**config.mk**
```make
export PLATFORM = sky130hd
export DESIGN_NAME = statement_token_splitter
export DESIGN_NICKNAME = d
export VERILOG_FILES = /design/src/sv/stsp_pkg.sv /design/src/sv/stsp_datapath.sv /design/src/sv/stsp_ctrl.sv /design/src/sv/statement_token_splitter.sv
export VERILOG_INCLUDE_DIRS = /design/src /design/src/sv
export SDC_FILE = /design/constraint.sdc
export NUM_CORES = 1
export LEC_CHECK = 0
export ABC_CLOCK_PERIOD_IN_PS = 4330
export BUFFER_PORTS_ARGS = -buffer_cell sky130_fd_sc_hd__buf_2
export CORE_MARGIN = 1
export CORE_UTILIZATION = 56
export DETAILED_ROUTE_END_ITERATION = 10
export PLACE_DENSITY_LB_ADDON = 0.1
export SLEW_MARGIN = 20
export SYNTH_ARGS = -nofsm -noshare
export SYNTH_HDL_FRONTEND = slang
export SYNTH_SLANG_ARGS = --single-unit
```
**constraint.sdc**
```tcl
create_clock -name clk_i -period 4.33 [get_ports clk_i]
set_input_delay 0.2165 -clock clk_i [delete_from_list [all_inputs] [get_ports clk_i]]
set_output_delay 0.2165 -clock clk_i [all_outputs]
set_load 0.005 [all_outputs]
```
**src/sv/assert_macros.svh**
```systemverilog
// Assertion macros of the statement token splitter, included by its controller.
`ifndef ASSERT_MACROS_SVH
`define ASSERT_MACROS_SVH

// Concurrent assertion on a named clock and active-low reset.
`define ASSERT_AT(lbl, clk, rstn, prop, msg) \
  lbl: assert property (@(posedge clk) disable iff (!rstn) prop) else $error(msg);

// Concurrent assertion on the house clock and reset, clk_i and rst_ni.
`define ASSERT_STD(lbl, prop, msg) `ASSERT_AT(lbl, clk_i, rst_ni, prop, msg)

`endif

```
**src/sv/stsp_pkg.sv**
```systemverilog
// Shared types, constants and character-class functions of the token splitter.
package stsp_pkg;

  localparam int unsigned TOKEN_MAX_DEF = 32;

  localparam logic [7:0] CH_NUL   = 8'h00;
  localparam logic [7:0] CH_NL    = 8'h0A;
  localparam logic [7:0] CH_SPACE = 8'h20;
  localparam logic [7:0] CH_DQ    = 8'h22;
  localparam logic [7:0] CH_SQ    = 8'h27;
  localparam logic [7:0] CH_LPAR  = 8'h28;
  localparam logic [7:0] CH_RPAR  = 8'h29;
  localparam logic [7:0] CH_COMMA = 8'h2C;
  localparam logic [7:0] CH_BSL   = 8'h5C;

  typedef enum logic [1:0] {
    MODE_WS  = 2'd0,
    MODE_AN  = 2'd1,
    MODE_OTH = 2'd2,
    MODE_STR = 2'd3
  } scan_mode_e;

  typedef enum logic [6:0] {
    S_IDLE = 7'b0000001,
    S_DEC  = 7'b0000010,
    S_RD   = 7'b0000100,
    S_MEM  = 7'b0001000,
    S_UPD  = 7'b0010000,
    S_LIT  = 7'b0100000,
    S_NL   = 7'b1000000
  } ctrl_state_e;

  // Commands from the controller to the datapath.
  typedef struct packed {
    logic latch;
    logic idx_inc;
    logic skip_dec;
    logic upd;
    logic load_mem;
    logic load_lit;
    logic load_nl;
  } stsp_cmd_t;

  // Status from the datapath to the controller.
  typedef struct packed {
    logic skip_pend;
    logic is_sq;
    logic lit;
    logic emit_pend;
    logic mem_last;
    logic lit_last;
    logic nl;
    logic out_free;
  } stsp_sts_t;

  function automatic logic is_ws(input logic [7:0] c);
    return c <= CH_SPACE;
  endfunction

  function automatic logic is_an(input logic [7:0] c);
    return (c >= 8'h30 && c <= 8'h39) || (c >= 8'h41 && c <= 8'h5A) ||
           (c >= 8'h61 && c <= 8'h7A);
  endfunction

  function automatic scan_mode_e classify(input logic [7:0] c);
    if (is_ws(c)) return MODE_WS;
    return is_an(c) ? MODE_AN : MODE_OTH;
  endfunction

endpackage

```
**src/sv/stsp_datapath.sv**
```systemverilog
// Datapath of the token splitter: character registers, scan state, token memory, output register.
module stsp_datapath import stsp_pkg::*; #(
  parameter int unsigned TokenMax = TOKEN_MAX_DEF
) (
  input  logic       clk_i,
  input  logic       rst_ni,
  input  logic [7:0] char_now_i,
  input  logic [7:0] ahead_one_i,
  input  logic [7:0] ahead_two_i,
  input  logic [7:0] ahead_three_i,
  input  stsp_cmd_t  cmd_i,
  output stsp_sts_t  sts_o,
  input  logic       out_ready_i,
  output logic       out_valid_o,
  output logic [7:0] token_byte_o,
  output logic       token_end_o,
  output logic       token_cut_o
);

  localparam int unsigned LenW = $clog2(TokenMax + 1);
  localparam int unsigned IdxW = $clog2(TokenMax);

  logic [7:0]      c_q, a1_q, a2_q, a3_q;
  scan_mode_e      mode_q;
  logic [LenW-1:0] len_q;
  logic            ovf_q;
  logic [1:0]      skip_q;
  logic [IdxW-1:0] idx_q;
  logic [7:0]      store_q [TokenMax];
  logic [7:0]      rdata_q;
  logic            out_valid_q, out_end_q, out_cut_q;
  logic [7:0]      out_byte_q;

  logic            is_sq, is_dq, close_str, open_str;
  logic [7:0]      eff_c;
  logic            ws, an, punct, emit, drop_only, clear;
  scan_mode_e      m1, m2;
  logic            lit4, lit3;
  logic [LenW-1:0] base_len;
  logic            base_ovf, fits;
  logic            mem_we;
  logic [IdxW-1:0] mem_addr;
  logic [7:0]      mem_wdata;
  logic [7:0]      lit_byte;

  always_comb begin
    is_sq     = (c_q == CH_SQ);
    is_dq     = (c_q == CH_DQ);
    close_str = is_dq && (mode_q == MODE_STR);
    open_str  = is_dq && (mode_q != MODE_STR);
    eff_c     = close_str ? a1_q : c_q;
    ws        = is_ws(eff_c);
    an        = is_an(eff_c);
    punct     = (eff_c == CH_LPAR) || (eff_c == CH_RPAR) || (eff_c == CH_COMMA);
    if (close_str) begin
      m1 = classify(a1_q);
    end else if (open_str) begin
      m1 = MODE_STR;
    end else begin
      m1 = mode_q;
    end
    // Outside a string every mode change lands on the class of the character.
    m2        = (m1 == MODE_STR) ? MODE_STR : classify(eff_c);
    emit      = close_str || ((m1 == MODE_AN) && !an) ||
                ((m1 == MODE_OTH) && (an || ws || punct));
    drop_only = open_str || ((m1 == MODE_WS) && !ws);
    clear     = emit || drop_only;
    base_len  = clear ? '0 : len_q;
    base_ovf  = clear ? 1'b0 : ovf_q;
    fits      = base_len < LenW'(TokenMax);
    lit4      = (a1_q == CH_BSL) && (a3_q == CH_SQ) && (a2_q != CH_NUL);
    lit3      = !lit4 && (a2_q == CH_SQ) && (a1_q != CH_NUL);
  end

  always_comb begin
    if (is_sq) begin
      mem_we    = cmd_i.upd && !(lit4 || lit3);
      mem_addr  = '0;
      mem_wdata = CH_SQ;
    end else begin
      mem_we    = cmd_i.upd && (eff_c != CH_NUL) && fits;
      mem_addr  = base_len[IdxW-1:0];
      mem_wdata = eff_c;
    end
  end

  always_comb begin
    case (idx_q[1:0])
      2'd0:    lit_byte = c_q;
      2'd1:    lit_byte = a1_q;
      2'd2:    lit_byte = a2_q;
      default: lit_byte = a3_q;
    endcase
  end

  always_comb begin
    sts_o.skip_pend = (skip_q != 2'd0);
    sts_o.is_sq     = is_sq;
    sts_o.lit       = lit4 || lit3;
    sts_o.emit_pend = emit && (len_q != '0);
    sts_o.mem_last  = (LenW'(idx_q) + LenW'(1)) == len_q;
    sts_o.lit_last  = (idx_q[1:0] == (lit4 ? 2'd3 : 2'd2));
    sts_o.nl        = (eff_c == CH_NL);
    sts_o.out_free  = !out_valid_q || out_ready_i;
  end

  always_ff @(posedge clk_i) begin
    if (cmd_i.latch) begin
      c_q  <= char_now_i;
      a1_q <= ahead_one_i;
      a2_q <= ahead_two_i;
      a3_q <= ahead_three_i;
    end
  end

  always_ff @(posedge clk_i) begin
    if (mem_we) begin
      store_q[mem_addr] <= mem_wdata;
    end
    rdata_q <= store_q[idx_q];
  end

  always_ff @(posedge clk_i or negedge rst_ni) begin
    if (!rst_ni) begin
      mode_q <= MODE_AN;
      len_q  <= '0;
      ovf_q  <= 1'b0;
      skip_q <= 2'd0;
    end else if (cmd_i.skip_dec) begin
      skip_q <= skip_q - 2'd1;
    end else if (cmd_i.upd) begin
      if (is_sq) begin
        len_q <= mem_we ? LenW'(1) : '0;
        ovf_q <= 1'b0;
        if (lit4) begin
          skip_q <= 2'd3;
        end else if (lit3) begin
          skip_q <= 2'd2;
        end else begin
          skip_q <= 2'd0;
        end
      end else begin
        skip_q <= close_str ? 2'd1 : 2'd0;
        if (eff_c == CH_NUL) begin
          mode_q <= MODE_AN;
          len_q  <= '0;
          ovf_q  <= 1'b0;
        end else begin
          mode_q <= m2;
          if (fits) begin
            len_q <= base_len + LenW'(1);
            ovf_q <= base_ovf;
          end else begin
            len_q <= base_len;
            ovf_q <= 1'b1;
          end
        end
      end
    end
  end

  always_ff @(posedge clk_i or negedge rst_ni) begin
    if (!rst_ni) begin
      idx_q <= '0;
    end else if (cmd_i.latch) begin
      idx_q <= '0;
    end else if (cmd_i.idx_inc) begin
      idx_q <= idx_q + IdxW'(1);
    end
  end

  always_ff @(posedge clk_i or negedge rst_ni) begin
    if (!rst_ni) begin
      out_valid_q <= 1'b0;
    end else if (cmd_i.load_mem || cmd_i.load_lit || cmd_i.load_nl) begin
      out_valid_q <= 1'b1;
    end else if (out_ready_i) begin
      out_valid_q <= 1'b0;
    end
  end

  always_ff @(posedge clk_i) begin
    if (cmd_i.load_mem) begin
      out_byte_q <= rdata_q;
      out_end_q  <= sts_o.mem_last;
      out_cut_q  <= ovf_q;
    end else if (cmd_i.load_lit) begin
      out_byte_q <= lit_byte;
      out_end_q  <= sts_o.lit_last;
      out_cut_q  <= 1'b0;
    end else if (cmd_i.load_nl) begin
      out_byte_q <= CH_NL;
      out_end_q  <= 1'b1;
      out_cut_q  <= 1'b0;
    end
  end

  assign out_valid_o  = out_valid_q;
  assign token_byte_o = out_byte_q;
  assign token_end_o  = out_end_q;
  assign token_cut_o  = out_cut_q;

endmodule

```
**src/sv/stsp_ctrl.sv**
```systemverilog
// Controller state machine of the token splitter.
`include "assert_macros.svh"

module stsp_ctrl import stsp_pkg::*; (
  input  logic      clk_i,
  input  logic      rst_ni,
  input  logic      in_valid_i,
  output logic      in_ready_o,
  input  stsp_sts_t sts_i,
  output stsp_cmd_t cmd_o
);

  ctrl_state_e state_q, state_d;

  always_comb begin
    state_d    = state_q;
    cmd_o      = '0;
    in_ready_o = 1'b0;
    unique case (state_q)
      S_IDLE: begin
        in_ready_o = 1'b1;
        if (in_valid_i) begin
          cmd_o.latch = 1'b1;
          state_d     = S_DEC;
        end
      end
      S_DEC: begin
        if (sts_i.skip_pend) begin
          cmd_o.skip_dec = 1'b1;
          state_d        = S_IDLE;
        end else if (sts_i.is_sq) begin
          if (sts_i.lit) begin
            state_d = S_LIT;
          end else begin
            cmd_o.upd = 1'b1;
            state_d   = S_IDLE;
          end
        end else if (sts_i.emit_pend) begin
          state_d = S_RD;
        end else begin
          cmd_o.upd = 1'b1;
          state_d   = sts_i.nl ? S_NL : S_IDLE;
        end
      end
      S_RD: begin
        state_d = S_MEM;
      end
      S_MEM: begin
        if (sts_i.out_free) begin
          cmd_o.load_mem = 1'b1;
          if (sts_i.mem_last) begin
            state_d = S_UPD;
          end else begin
            cmd_o.idx_inc = 1'b1;
            state_d       = S_RD;
          end
        end
      end
      S_UPD: begin
        cmd_o.upd = 1'b1;
        state_d   = sts_i.nl ? S_NL : S_IDLE;
      end
      S_LIT: begin
        if (sts_i.out_free) begin
          cmd_o.load_lit = 1'b1;
          if (sts_i.lit_last) begin
            cmd_o.upd = 1'b1;
            state_d   = S_IDLE;
          end else begin
            cmd_o.idx_inc = 1'b1;
          end
        end
      end
      S_NL: begin
        if (sts_i.out_free) begin
          cmd_o.load_nl = 1'b1;
          state_d       = S_IDLE;
        end
      end
      default: begin
        state_d = S_IDLE;
      end
    endcase
  end

  always_ff @(posedge clk_i or negedge rst_ni) begin
    if (!rst_ni) begin
      state_q <= S_IDLE;
    end else begin
      state_q <= state_d;
    end
  end

  `ASSERT_STD(a_accept_decides, (in_valid_i && in_ready_o) |=> (state_q == S_DEC), "accepted transaction not decoded")
  `ASSERT_STD(a_load_when_free, (cmd_o.load_mem || cmd_o.load_lit || cmd_o.load_nl) |-> sts_i.out_free, "output register overwritten")
  `ASSERT_STD(a_single_load, $onehot0({cmd_o.load_mem, cmd_o.load_lit, cmd_o.load_nl}), "several output loads at once")
  `ASSERT_STD(a_skip_only_pending, cmd_o.skip_dec |-> sts_i.skip_pend, "skip count decremented below zero")

endmodule

```
**src/sv/statement_token_splitter.sv**
```systemverilog
// Top level of the statement token splitter: controller and datapath joined.
// An item that emits nothing passes through accept (S_IDLE) and decode (S_DEC) before the next is taken.
// A pending token is sent byte by byte (token memory read in S_RD, output load in S_MEM), then S_UPD follows.
// A char literal is loaded byte by byte in S_LIT, a newline token in S_NL; output stalls hold the load states.
// A new item is taken only after the controller has returned to S_IDLE, so items do not overlap.
// Reset (rst_ni, asynchronous, active low) empties the token and output; the memory is not cleared.
module statement_token_splitter import stsp_pkg::*; #(
  parameter int unsigned TokenMax = TOKEN_MAX_DEF
) (
  input  logic       clk_i,
  input  logic       rst_ni,
  input  logic       in_valid_i,
  output logic       in_ready_o,
  input  logic [7:0] char_now_i,
  input  logic [7:0] ahead_one_i,
  input  logic [7:0] ahead_two_i,
  input  logic [7:0] ahead_three_i,
  output logic       out_valid_o,
  input  logic       out_ready_i,
  output logic [7:0] token_byte_o,
  output logic       token_end_o,
  output logic       token_cut_o
);

  // Commands flow from the controller to the datapath, status flows back.
  stsp_cmd_t cmd;
  stsp_sts_t sts;

  // The controller accepts one input transaction at a time, decides in the following cycle
  // whether the pending token, a char literal or a newline token has to be emitted, and
  // then walks through the output bytes one transaction at a time.
  stsp_ctrl u_ctrl (
    .clk_i      (clk_i),
    .rst_ni     (rst_ni),
    .in_valid_i (in_valid_i),
    .in_ready_o (in_ready_o),
    .sts_i      (sts),
    .cmd_o      (cmd)
  );

  // The datapath holds the scan mode, the pending token in a small memory and the output
  // register, which lets a finished byte wait while the next input transaction is taken.
  stsp_datapath #(
    .TokenMax (TokenMax)
  ) u_datapath (
    .clk_i         (clk_i),
    .rst_ni        (rst_ni),
    .char_now_i    (char_now_i),
    .ahead_one_i   (ahead_one_i),
    .ahead_two_i   (ahead_two_i),
    .ahead_three_i (ahead_three_i),
    .cmd_i         (cmd),
    .sts_o         (sts),
    .out_ready_i   (out_ready_i),
    .out_valid_o   (out_valid_o),
    .token_byte_o  (token_byte_o),
    .token_end_o   (token_end_o),
    .token_cut_o   (token_cut_o)
  );

endmodule
```
# Word-level counts from Yosys, hierarchy flattened
# Memory sizes are Yosys's and may differ from the RTL's. A register that Yosys moved wholly into a read port is not among the register bits.
# Cells that the tools add are included.
# totals
register_bits,66
mem_bits_rw,256
out_inout_bits,12
word_cells,205
n_memories,1
# memory_table
memory,depth,word_bits,rd,rd_ports_with_merged_regs,wr,line_no,text
u_datapath.store_q,32,8,1,1,1,stsp_datapath.sv:29,logic [7:0] store_q [TokenMax];
# op_classes
add_sub_neg,4
order_cmp,15
eq_ne,31
muxes,82
bitwise,2
n_reduce_logical,56
# ops
op,count
$mux 7,9
$eq 8x6->1 const B,7
$pmux 7 s7,1
$mux 1,40
$mux 8,5
$ge 8x7->1 const B,4
$le 8x6->1 const B,4
$le 8x7->1 const B,4
$mux 2,15
$mux 6,5
$pmux 8 s3,1
$reduce_bool 8->1,3
$mux 5,4
$logic_and 1x1->1,19
$ge 8x6->1 const B,2
$logic_or 1x1->1,16
$ne 2x2->1 const B,6
$eq 2x2->1 const B,4
$eq 8x4->1 const B,1
$eq 8x7->1 const B,1
$logic_not 8->1,1
$reduce_bool 2->1,4
$eq 7x1->1 const B,1
$eq 7x2->1 const B,1
other kinds (24),32

# Logic depth before layout (Yosys ltp)
# Gate-level depths: netlist (run 1).
# depth
word_depth,21
depth_mapped,16
ltp_nobuf,13

# Cells and area by module
# Synthesis (run 1) repeated with hierarchy kept, for this count alone.
# unflattened
hier_cells,836
area_unflattened_um2,14142.3
# modules_own_cells
mod,n_inst,cells_each,area_each_um2,seq_area_each_um2
stsp_datapath,1,766,13569.3,9535.4
stsp_ctrl,1,70,573.0,176.4

# Worst setup path after synthesis (run 1)
# OpenSTA, ideal clock, no wires.
# synth_timing
kind,reg-to-reg
startpoint,register u_datapath.c_q[6]
endpoint,memory u_datapath.store_q[12][0] (enable)
setup_ns,0.395
arrival_time_ns,3.779
t_required_ns,3.935
path_slack_ns,0.156
path_stages_with_launch,11
path_buffers,2
synth_period_minus_slack_ns,4.174
cell_sequence,edfxtp_1 -> buf_2 -> nor4b_1 -> a41o_1 -> and3b_1 -> o221ai_2 -> a311oi_2 -> a211o_1 -> a21o_1 -> buf_6 -> nor4_1
# synth_via
elab_chain_cells,21
elab_cells_between_ends,53
classes_between,order compare: 8; eq/ne: 7; mux: 12; reduce/logical: 26
# synth_rtl
element,line_no,text
"start, declared",stsp_datapath.sv:23,"logic [7:0] c_q, a1_q, a2_q, a3_q;"
"start signal, assigned",stsp_datapath.sv:109,c_q <= char_now_i;
$eq 8x6->1,stsp_datapath.sv:48,is_dq = (c_q == CH_DQ);
$logic_and 1x1->1,stsp_datapath.sv:49,close_str = is_dq && (mode_q == MODE_STR);
$mux 8,stsp_datapath.sv:51,eff_c = close_str ? a1_q : c_q;
$ge 8x6->1 (tied with other cells),stsp_pkg.sv:61,return (c >= 8'h30 && c <= 8'h39) || (c >= 8'h41 && c <= 8'h5A) ||
$logic_and 1x1->1,stsp_pkg.sv:61,
$logic_or 1x1->1 (2 in a row),stsp_pkg.sv:61,
$logic_not 1->1 / $logic_or 1x1->1 (equally long branches),"stsp_datapath.sv:64, stsp_datapath.sv:65",
$logic_and 1x1->1 / $logic_or 1x1->1 (equally long branches),"stsp_datapath.sv:64, stsp_datapath.sv:65",
[3 not listed],n/a,
$mux 1,stsp_ctrl.sv:38,end else if (sts_i.emit_pend) begin
$mux 1,stsp_ctrl.sv:31,end else if (sts_i.is_sq) begin
$mux 1,stsp_ctrl.sv:28,if (sts_i.skip_pend) begin
$pmux 1 s3,stsp_ctrl.sv:19,unique case (state_q)
$logic_and 1x1->1 (2 in a row),stsp_datapath.sv:81,mem_we = cmd_i.upd && (eff_c != CH_NUL) && fits;
$mux 1,stsp_datapath.sv:76,if (is_sq) begin
$mux 1,stsp_datapath.sv:117,if (mem_we) begin
$mux 1 (not written as such),stsp_datapath.sv:118,store_q[mem_addr] <= mem_wdata;
"end, declared",stsp_datapath.sv:29,
# Parallel ways exist; a longest one is shown, timed or not.

# Final worst setup path (run 1)
# layout_timing
startpoint,register u_datapath.c_q[6]
endpoint,memory u_datapath.store_q[6][6] (enable)
# The elaborated chain is that of the path after synthesis.

==> results of run 1 <==
[critical path: cells and delay by family (launching register included)]
kind	cells	cell delay [ps]
AND/OR/NAND/NOR	3	1410
AO/OA/AOI/OAI	5	1280
buffers and inverters	2	450
flip-flops	1	560
[worst max path at each step]
stage | slack (ps) | cells past startpoint | endpoint
floorplan | 160 | 10 | u_datapath.store_q[12][0]
global placement | 350 | 10 | u_datapath.store_q[6][4]
detailed placement | 230 | 10 | u_datapath.store_q[6][5]
CTS | 220 | 10 | u_datapath.store_q[6][0]
global route | 60 | 10 | u_datapath.store_q[0][3]
finish | 340 | 10 | u_datapath.store_q[6][6]
[cells by family after synthesis]
logic type,count (synthesis)
compound gates,121
simple gates,215
fa+ha+maj,6
flops,330
xor+xnor,11
buf+inv,77
mux,90
[metal layers]
metal / wire length [um] / vias to the layer above
li1: - / 3675
met1: 14800 / 4271
met2: 16290 / 421
met3: 2514 / 78
met4: 1127 / 0
met5: 0 / -
[flip-flops by register name (all words and copies together) (netlist names), 7 cells and up]
signal                   count
u_ctrl.state_q               7
u_datapath.a1_q              8
u_datapath.a2_q              8
u_datapath.a3_q              8
u_datapath.c_q               8
u_datapath.rdata_q           8
u_datapath.store_q         256
u_datapath.token_byte_o      8
[cells in the final DEF (no fill, tap or decap), types with 4 or more instances in the layout]
cell type | netlist | routed
or3_1 | 11 | 11
nor4_1 | 21 | 20
nand2_1 | 43 | 43
o31ai_1 | 4 | 4
a21oi_1 | 28 | 28
nand3_1 | 18 | 18
dlygate4sd3_1 | 0 | 34
a22oi_1 | 4 | 4
nand4b_1 | 4 | 4
nand2b_1 | 5 | 5
mux2_2 | 9 | 9
xnor2_1 | 7 | 7
a222oi_1 | 8 | 8
buf_2 | 7 | 47
a31oi_1 | 6 | 6
buf_4 | 1 | 50
mux4_2 | 80 | 80
nor2_1 | 52 | 52
or4_1 | 4 | 4
edfxtp_1 | 298 | 298
clkinv_1 | 0 | 4
inv_1 | 22 | 22
o21ai_0 | 26 | 26
dfrtp_1 | 22 | 20
nand4_1 | 4 | 4
and2_1 | 9 | 9
dfxtp_1 | 8 | 8
ha_1 | 6 | 6
nor3_1 | 10 | 10
clkbuf_16 | 0 | 35
xor2_1 | 4 | 4
clkinv_2 | 0 | 8
nor2b_1 | 8 | 8
clkbuf_1 | 36 | 4
[through the flow]
stage               cells  hold WS, ps  setup WS [ps]    util  instance area [um^2]
floorplan             850       -79.09          156.1       -                 14160
global placement     1218        231.3          347.1  0.6103                 14970
detailed placement   1218        251.8          227.7  0.6103                 14970
CTS                  1314        36.53          217.3  0.6698                 16430
global route         1314        56.50          61.92  0.6701                 16440
finish               1314        51.44          343.6  0.6701                 16440
[power groups by stage]
stage          clock network [mW]  logic [mW]  registers [mW]
5_1_grt                      3.09        1.20            3.94
6_report                     2.92        1.11            3.92
3_3_place_gp                    0        1.02            3.97
2_1_floorplan                   0       0.787            3.84
3_5_place_dp                    0        1.06            3.98
4_1_cts                      2.96        1.09            3.91
[layout make-up]
cell class                 count  area, um^2  area share
clock inverter                22       215.2     0.01309
inverter                      23       86.33    0.005252
multi-input combinational    443        4140      0.2518
tap                          324       405.4     0.02466
clock buffer                  40       904.6     0.05503
sequential                   330        9717      0.5911
timing repair buffer         132       970.9     0.05906
[repair_timing]
| action | 4_1_cts | 5_1_grt |
|---|---|---|
| endpoints found under the hold margin | 55 | 0 |
| hold buffers | 34 | 0 |
| gates resized for setup | 0 | 1 |
| setup endpoints to repair | 0 | 8 |
==> results.ini, run 1 <==
[sta]
setup_viol=0
post-route-period-util=0.9207
setup_tns_ps=0
final_max_slew_viol_count=0
fmax_ghz=0.2509
period_minus_slack_ps=3986
skew_ps=16.60
final-hold-violation-count=0
slew-limit-headroom=0.3102
rsz0062_at_grt=false
tightest_slew_ps=1031

[clock_tree]
clock_tree.root_cell=clkbuf_16
h-tree-depth=2
cts_tree=yes
clk_latency_ps=530
cts_sinks=330
clk_pin_slew_ps=60
numCtsBuffers=35
post_cts_buffers=0
clockBufferDepth=3

[floorplanning]
fp.dieW_um=161.0
rows=57
core_um2=24530
io_pins=48
fp.dieH_um=161.0
dieArea_um2=25920
start_util=0.5771

[synth]
synth_seq_cells=330
synth_common_cells=edfxtp_1, mux4_2, nor2_1, nand2_1, clkbuf_1
synth_edf_count=298
synth.top_cell.area_share=0.6320
yosys.area_share.simple=0.08289
async_flop_share=0.07273
synthAdderAreaFrac=0.005302
syn_area_um2=14160
synth_xor_area_frac=0.006805
syn_nets=892
syn_avg_cell_area_um2=16.66
muxShareOfSynthArea=0.1351
yosysSeqAreaShare=0.6859
synth_most_common_cell=edfxtp_1
synth_area_leaders=edfxtp_1, mux4_2, dfrtp_1
synthCells=850
synth_top_family_by_area=multiplexers
synth_largest_area_cell=edfxtp_1
yosysWarnings=0
synthFlopType=edfxtp_1
synth-compound-area-share=0.06151
ys_types=83

[setup_path]
timing.rr.end=u_datapath.store_q[6][6]
critPathSlowestCell=or3_1
end_kind=register
crit_arrival_ps=4220
cp.required_ps=4560
crit_path_start=u_datapath.c_q[6]
cp_max_fo=20
slowest_delay_ps=600
crit_top_cell=buf_4
rrSetupSlack_ps=340
reg2regPathDepth=10
crit_type=register to register
crit_chain=or3_1, nor4_4, a22oi_1, o221ai_4, a311oi_2, a211o_1, a21o_1, buf_4, nor4_2, buf_4
cp-start-kind=register
reg2reg_from=u_datapath.c_q[6]

[global_route]
use_met1=0.4148
grt_overflow=0
gr-usage-all-layers=0.2778
antenna_found_initial=0
grt_pass1_vias=8470
grt_util_met2=0.4261
met3_usage=0.03749
grt-busiest-layer=met2
grt_max_degree=49
grt_first_pass_wirelength_um=52960

[min_path]
holdCritPathClass=primary input to register
min_path_cells=3
hold_end=u_datapath.out_valid_o
hold_start=out_ready_i

[detailed_routing]
first_pass_iters=6
avgViaCountPerCell=6.427
route.vias.total=8445
antenna_left=0
drt_wl_total_um=34730
drt_iter0_drc=878
drc=0
wl_per_cell_um=26.43

[final_layout]
nNetsFinal=1007
diodes=0
area_growth_pct=16.11
nFillCells=1636
final_layout_size_suffix_gt1_frac=0.2687

[power]
powerDensity_nw_per_um2=483.4
pwr-share-seq=0.493
p_int_mw=5.804
power.total_mw=7.948
p_leak_nw=5.449
swShare=0.2697
p_sw_mw=2.144
ir_drop_mv=0.4339
combPwrFrac=0.139
pwr-share-clk=0.368

[job]
cap_violations=0

[placed_design]
port-buffer-count=47
gp_congestion=0.9384
dp_hpwl_um=22600

[run_status]
outcome=finished, final reports clean

Power figures use the tool's default switching activity.
==> run 2, diff against run 1 <==
Settings changed: CORE_UTILIZATION 56 to 40.
==> run 2 against run 1 <==
Compared with the run above:
- critical endpoint is now u_datapath.store_q[25][1]
- first-iteration DRC count fell by 1.0%
- non-clock buffer count rose by 1
- worst setup slack got worse by 47 ps
- count of clock-buffer cells in the layout rose by 7
- global-route usage fell by 7.2 points
- clock power rose by 7.9%
- wire length rose by 3.6%
- clock skew fell by 1.3 ps
- via count fell by 2.1%
- highest routed layer unchanged
- largest power group unchanged
- combinational power barely moved
- maximum frequency fell by 1.2%
==> results.ini, run 2 (synthesis gave the netlist of run 1 again) <==
[sta]
final-hold-violation-count=0  ; unchanged
period_minus_slack_ps=4033  ; was 3986 ps
final_max_slew_viol_count=0  ; unchanged
post-route-period-util=0.9314  ; was 0.9207
setup_tns_ps=0  ; unchanged
tightest_slew_ps=982.4  ; was 1031 ps
slew-limit-headroom=0.3426  ; was 0.3102
skew_ps=15.26  ; was 16.60 ps
fmax_ghz=0.2480  ; was 0.2509 GHz
setup_viol=0  ; unchanged
rsz0062_at_grt=false  ; unchanged

[final_layout]
final_common_cell=edfxtp_1  ; unchanged
final_layout_size_suffix_gt1_frac=0.2653  ; was 0.2687
diodes=0  ; unchanged
largest_reg_flops=256  ; unchanged
stdcell_count=1450  ; was 1314
area_growth_pct=18.03  ; was 16.11%
final_cell_mix=edfxtp_1, mux4_2, nor2_1, buf_4, buf_2  ; was edfxtp_1, mux4_2, nor2_1
top_register=u_datapath.store_q  ; unchanged
finalCoreUtilization=0.4814  ; was 0.6701
nNetsFinal=1009  ; was 1007

[job]
cap_violations=0  ; unchanged

[global_route]
grt-busiest-layer=met2  ; unchanged
grt_util_met2=0.3198  ; was 0.4261
antenna_found_initial=0  ; unchanged
grt_overflow=0  ; unchanged
grt_first_pass_wirelength_um=54080  ; was 52960 um
use_met1=0.2949  ; was 0.4148
met3_usage=0.03486  ; was 0.03749
gr-usage-all-layers=0.2058  ; was 0.2778
grt_pass1_vias=8365  ; was 8470
grt_max_degree=41  ; was 49

[floorplanning]
fp.dieW_um=190.1  ; was 161.0 um
io_pins=48  ; unchanged
dieArea_um2=36150  ; was 25920 um^2
core_um2=34710  ; was 24530 um^2
rows=68  ; was 57
fp.dieH_um=190.1  ; was 161.0 um
start_util=0.4079  ; was 0.5771

[detailed_routing]
drc=0  ; unchanged
drt_iter0_drc=869  ; was 878
first_pass_iters=5  ; was 6
antenna_left=0  ; unchanged
route.vias.total=8269  ; was 8445
wl_per_cell_um=24.81  ; was 26.43 um
avgViaCountPerCell=5.703  ; was 6.427
drt_wl_total_um=35980  ; was 34730 um

[clock_tree]
clock_tree.root_cell=clkbuf_16  ; unchanged
clockBufferDepth=3  ; unchanged
numCtsBuffers=36  ; was 35
clk_pin_slew_ps=60  ; about the same
cts_sinks=330  ; unchanged
cts_tree=yes  ; unchanged
h-tree-depth=2  ; unchanged
post_cts_buffers=0  ; unchanged
clk_latency_ps=540  ; was 530 ps

[power]
p_leak_nw=5.492  ; was 5.449 nW
powerDensity_nw_per_um2=489.5  ; was 483.4 nW/um^2
ir_drop_mv=0.3044  ; was 0.4339 mV

[setup_path]
end_kind=register  ; unchanged
cp_max_fo=20  ; unchanged
cp-start-kind=register  ; unchanged
crit_arrival_ps=4270  ; was 4220 ps
cp.required_ps=4560  ; about the same
crit_type=register to register  ; unchanged

[placed_design]
gp_congestion=0.8776  ; was 0.9384
numPlacedInstances=1349  ; was 1218
port-buffer-count=47  ; unchanged
dp_hpwl_um=23640  ; was 22600 um

[min_path]
holdCritPathClass=primary input to asynchronous set/reset pin  ; was primary input to register

[run_status]
outcome=finished, final reports clean  ; unchanged

[run 2: changes by cell type in the layout (fill, tap and decap cells not counted), moves of 2 or more]
cell and change:
clkbuf_16 +3, bufinv_16 +2, clkinv_2 -5, clkbuf_1 +4
clkinv_1 +3, clkinv_4 -2
[run 2: stage by stage]
stage | worst slack, ps | hold WS [ps] | instance area, um^2 | power, mW
2_1_floorplan | 156.1 | -79.09 | 14160 | 4.629
3_3_place_gp | 294.7 | 265.5 | 15130 | 5.049
3_5_place_dp | 203.2 | 275.8 | 15130 | 5.053
4_1_cts | 212.7 | 246.8 | 16710 | 8.245
5_1_grt | 15.73 | 270.6 | 16710 | 8.492
6_report | 297.0 | 234.0 | 16710 | 8.180
[run 2: final timing paths]
kind	endpoint	slack [ps]	cells after the start	start
worst max-delay path	u_datapath.store_q[25][1]	300	10	u_datapath.c_q[1]
worst min-delay path	u_datapath.out_valid_o	230	2	rst_ni
worst max register to register	u_datapath.store_q[25][1]	300	10	u_datapath.c_q[1]
worst min register to register	u_datapath.token_byte_o[2]	520	2	u_datapath.rdata_q[2]
max in group asynchronous	u_datapath.idx_q[0]	3610	2	rst_ni
min in group clk_i	u_datapath.a2_q[2]	380	2	ahead_two_i[2]
[run 2: worst max-delay path: stages (launching register included)]
cell	delay (ps)
edfxtp_1	640
nor3b_1	400
nand3_1	330
mux2i_1	550
nand4bb_1	250
a311oi_2	150
a211o_1	370
a21o_1	210
buf_4	210
nor4_1	370
buf_4	250
[run 2: per-layer routing]
metal	up-vias	share of wire	wire length, um
met4	0	0.028	1014
met3	55	0.054	1946
met2	290	0.47	16820
li1	3678	-	-
met5	-	0	0
met1	4246	0.45	16200
[run 2: where the power goes]
group / internal, mW / leakage, nW / total (mW) / switching [mW]
clock: 1.92 / 0.590 / 3.15 / 1.23
sequential: 3.72 / 3.08 / 3.91 / 0.188
combinational: 0.376 / 1.82 / 1.12 / 0.745
total: 6.02 / 5.49 / 8.18 / 2.16
[run 2: layout make-up]
class / instances / area [um^2]
flip-flops and latches: 330 / 9717
inverters: 23 / 86.33
well taps: 455 / 569.3
multi-input cells: 443 / 4144
clock buffers: 47 / 994.7
repair buffers: 133 / 968.4
fillers: 2927 / 18000
clock inverters: 19 / 231.5
[run 2: what timing repair did]
| action | 4_1_cts | 5_1_grt |
|---|---|---|
| hold buffers | 35 | 0 |
| setup endpoints to repair | 0 | 8 |
| gates resized for setup | 0 | 1 |
| endpoints found under the hold margin | 56 | 0 |
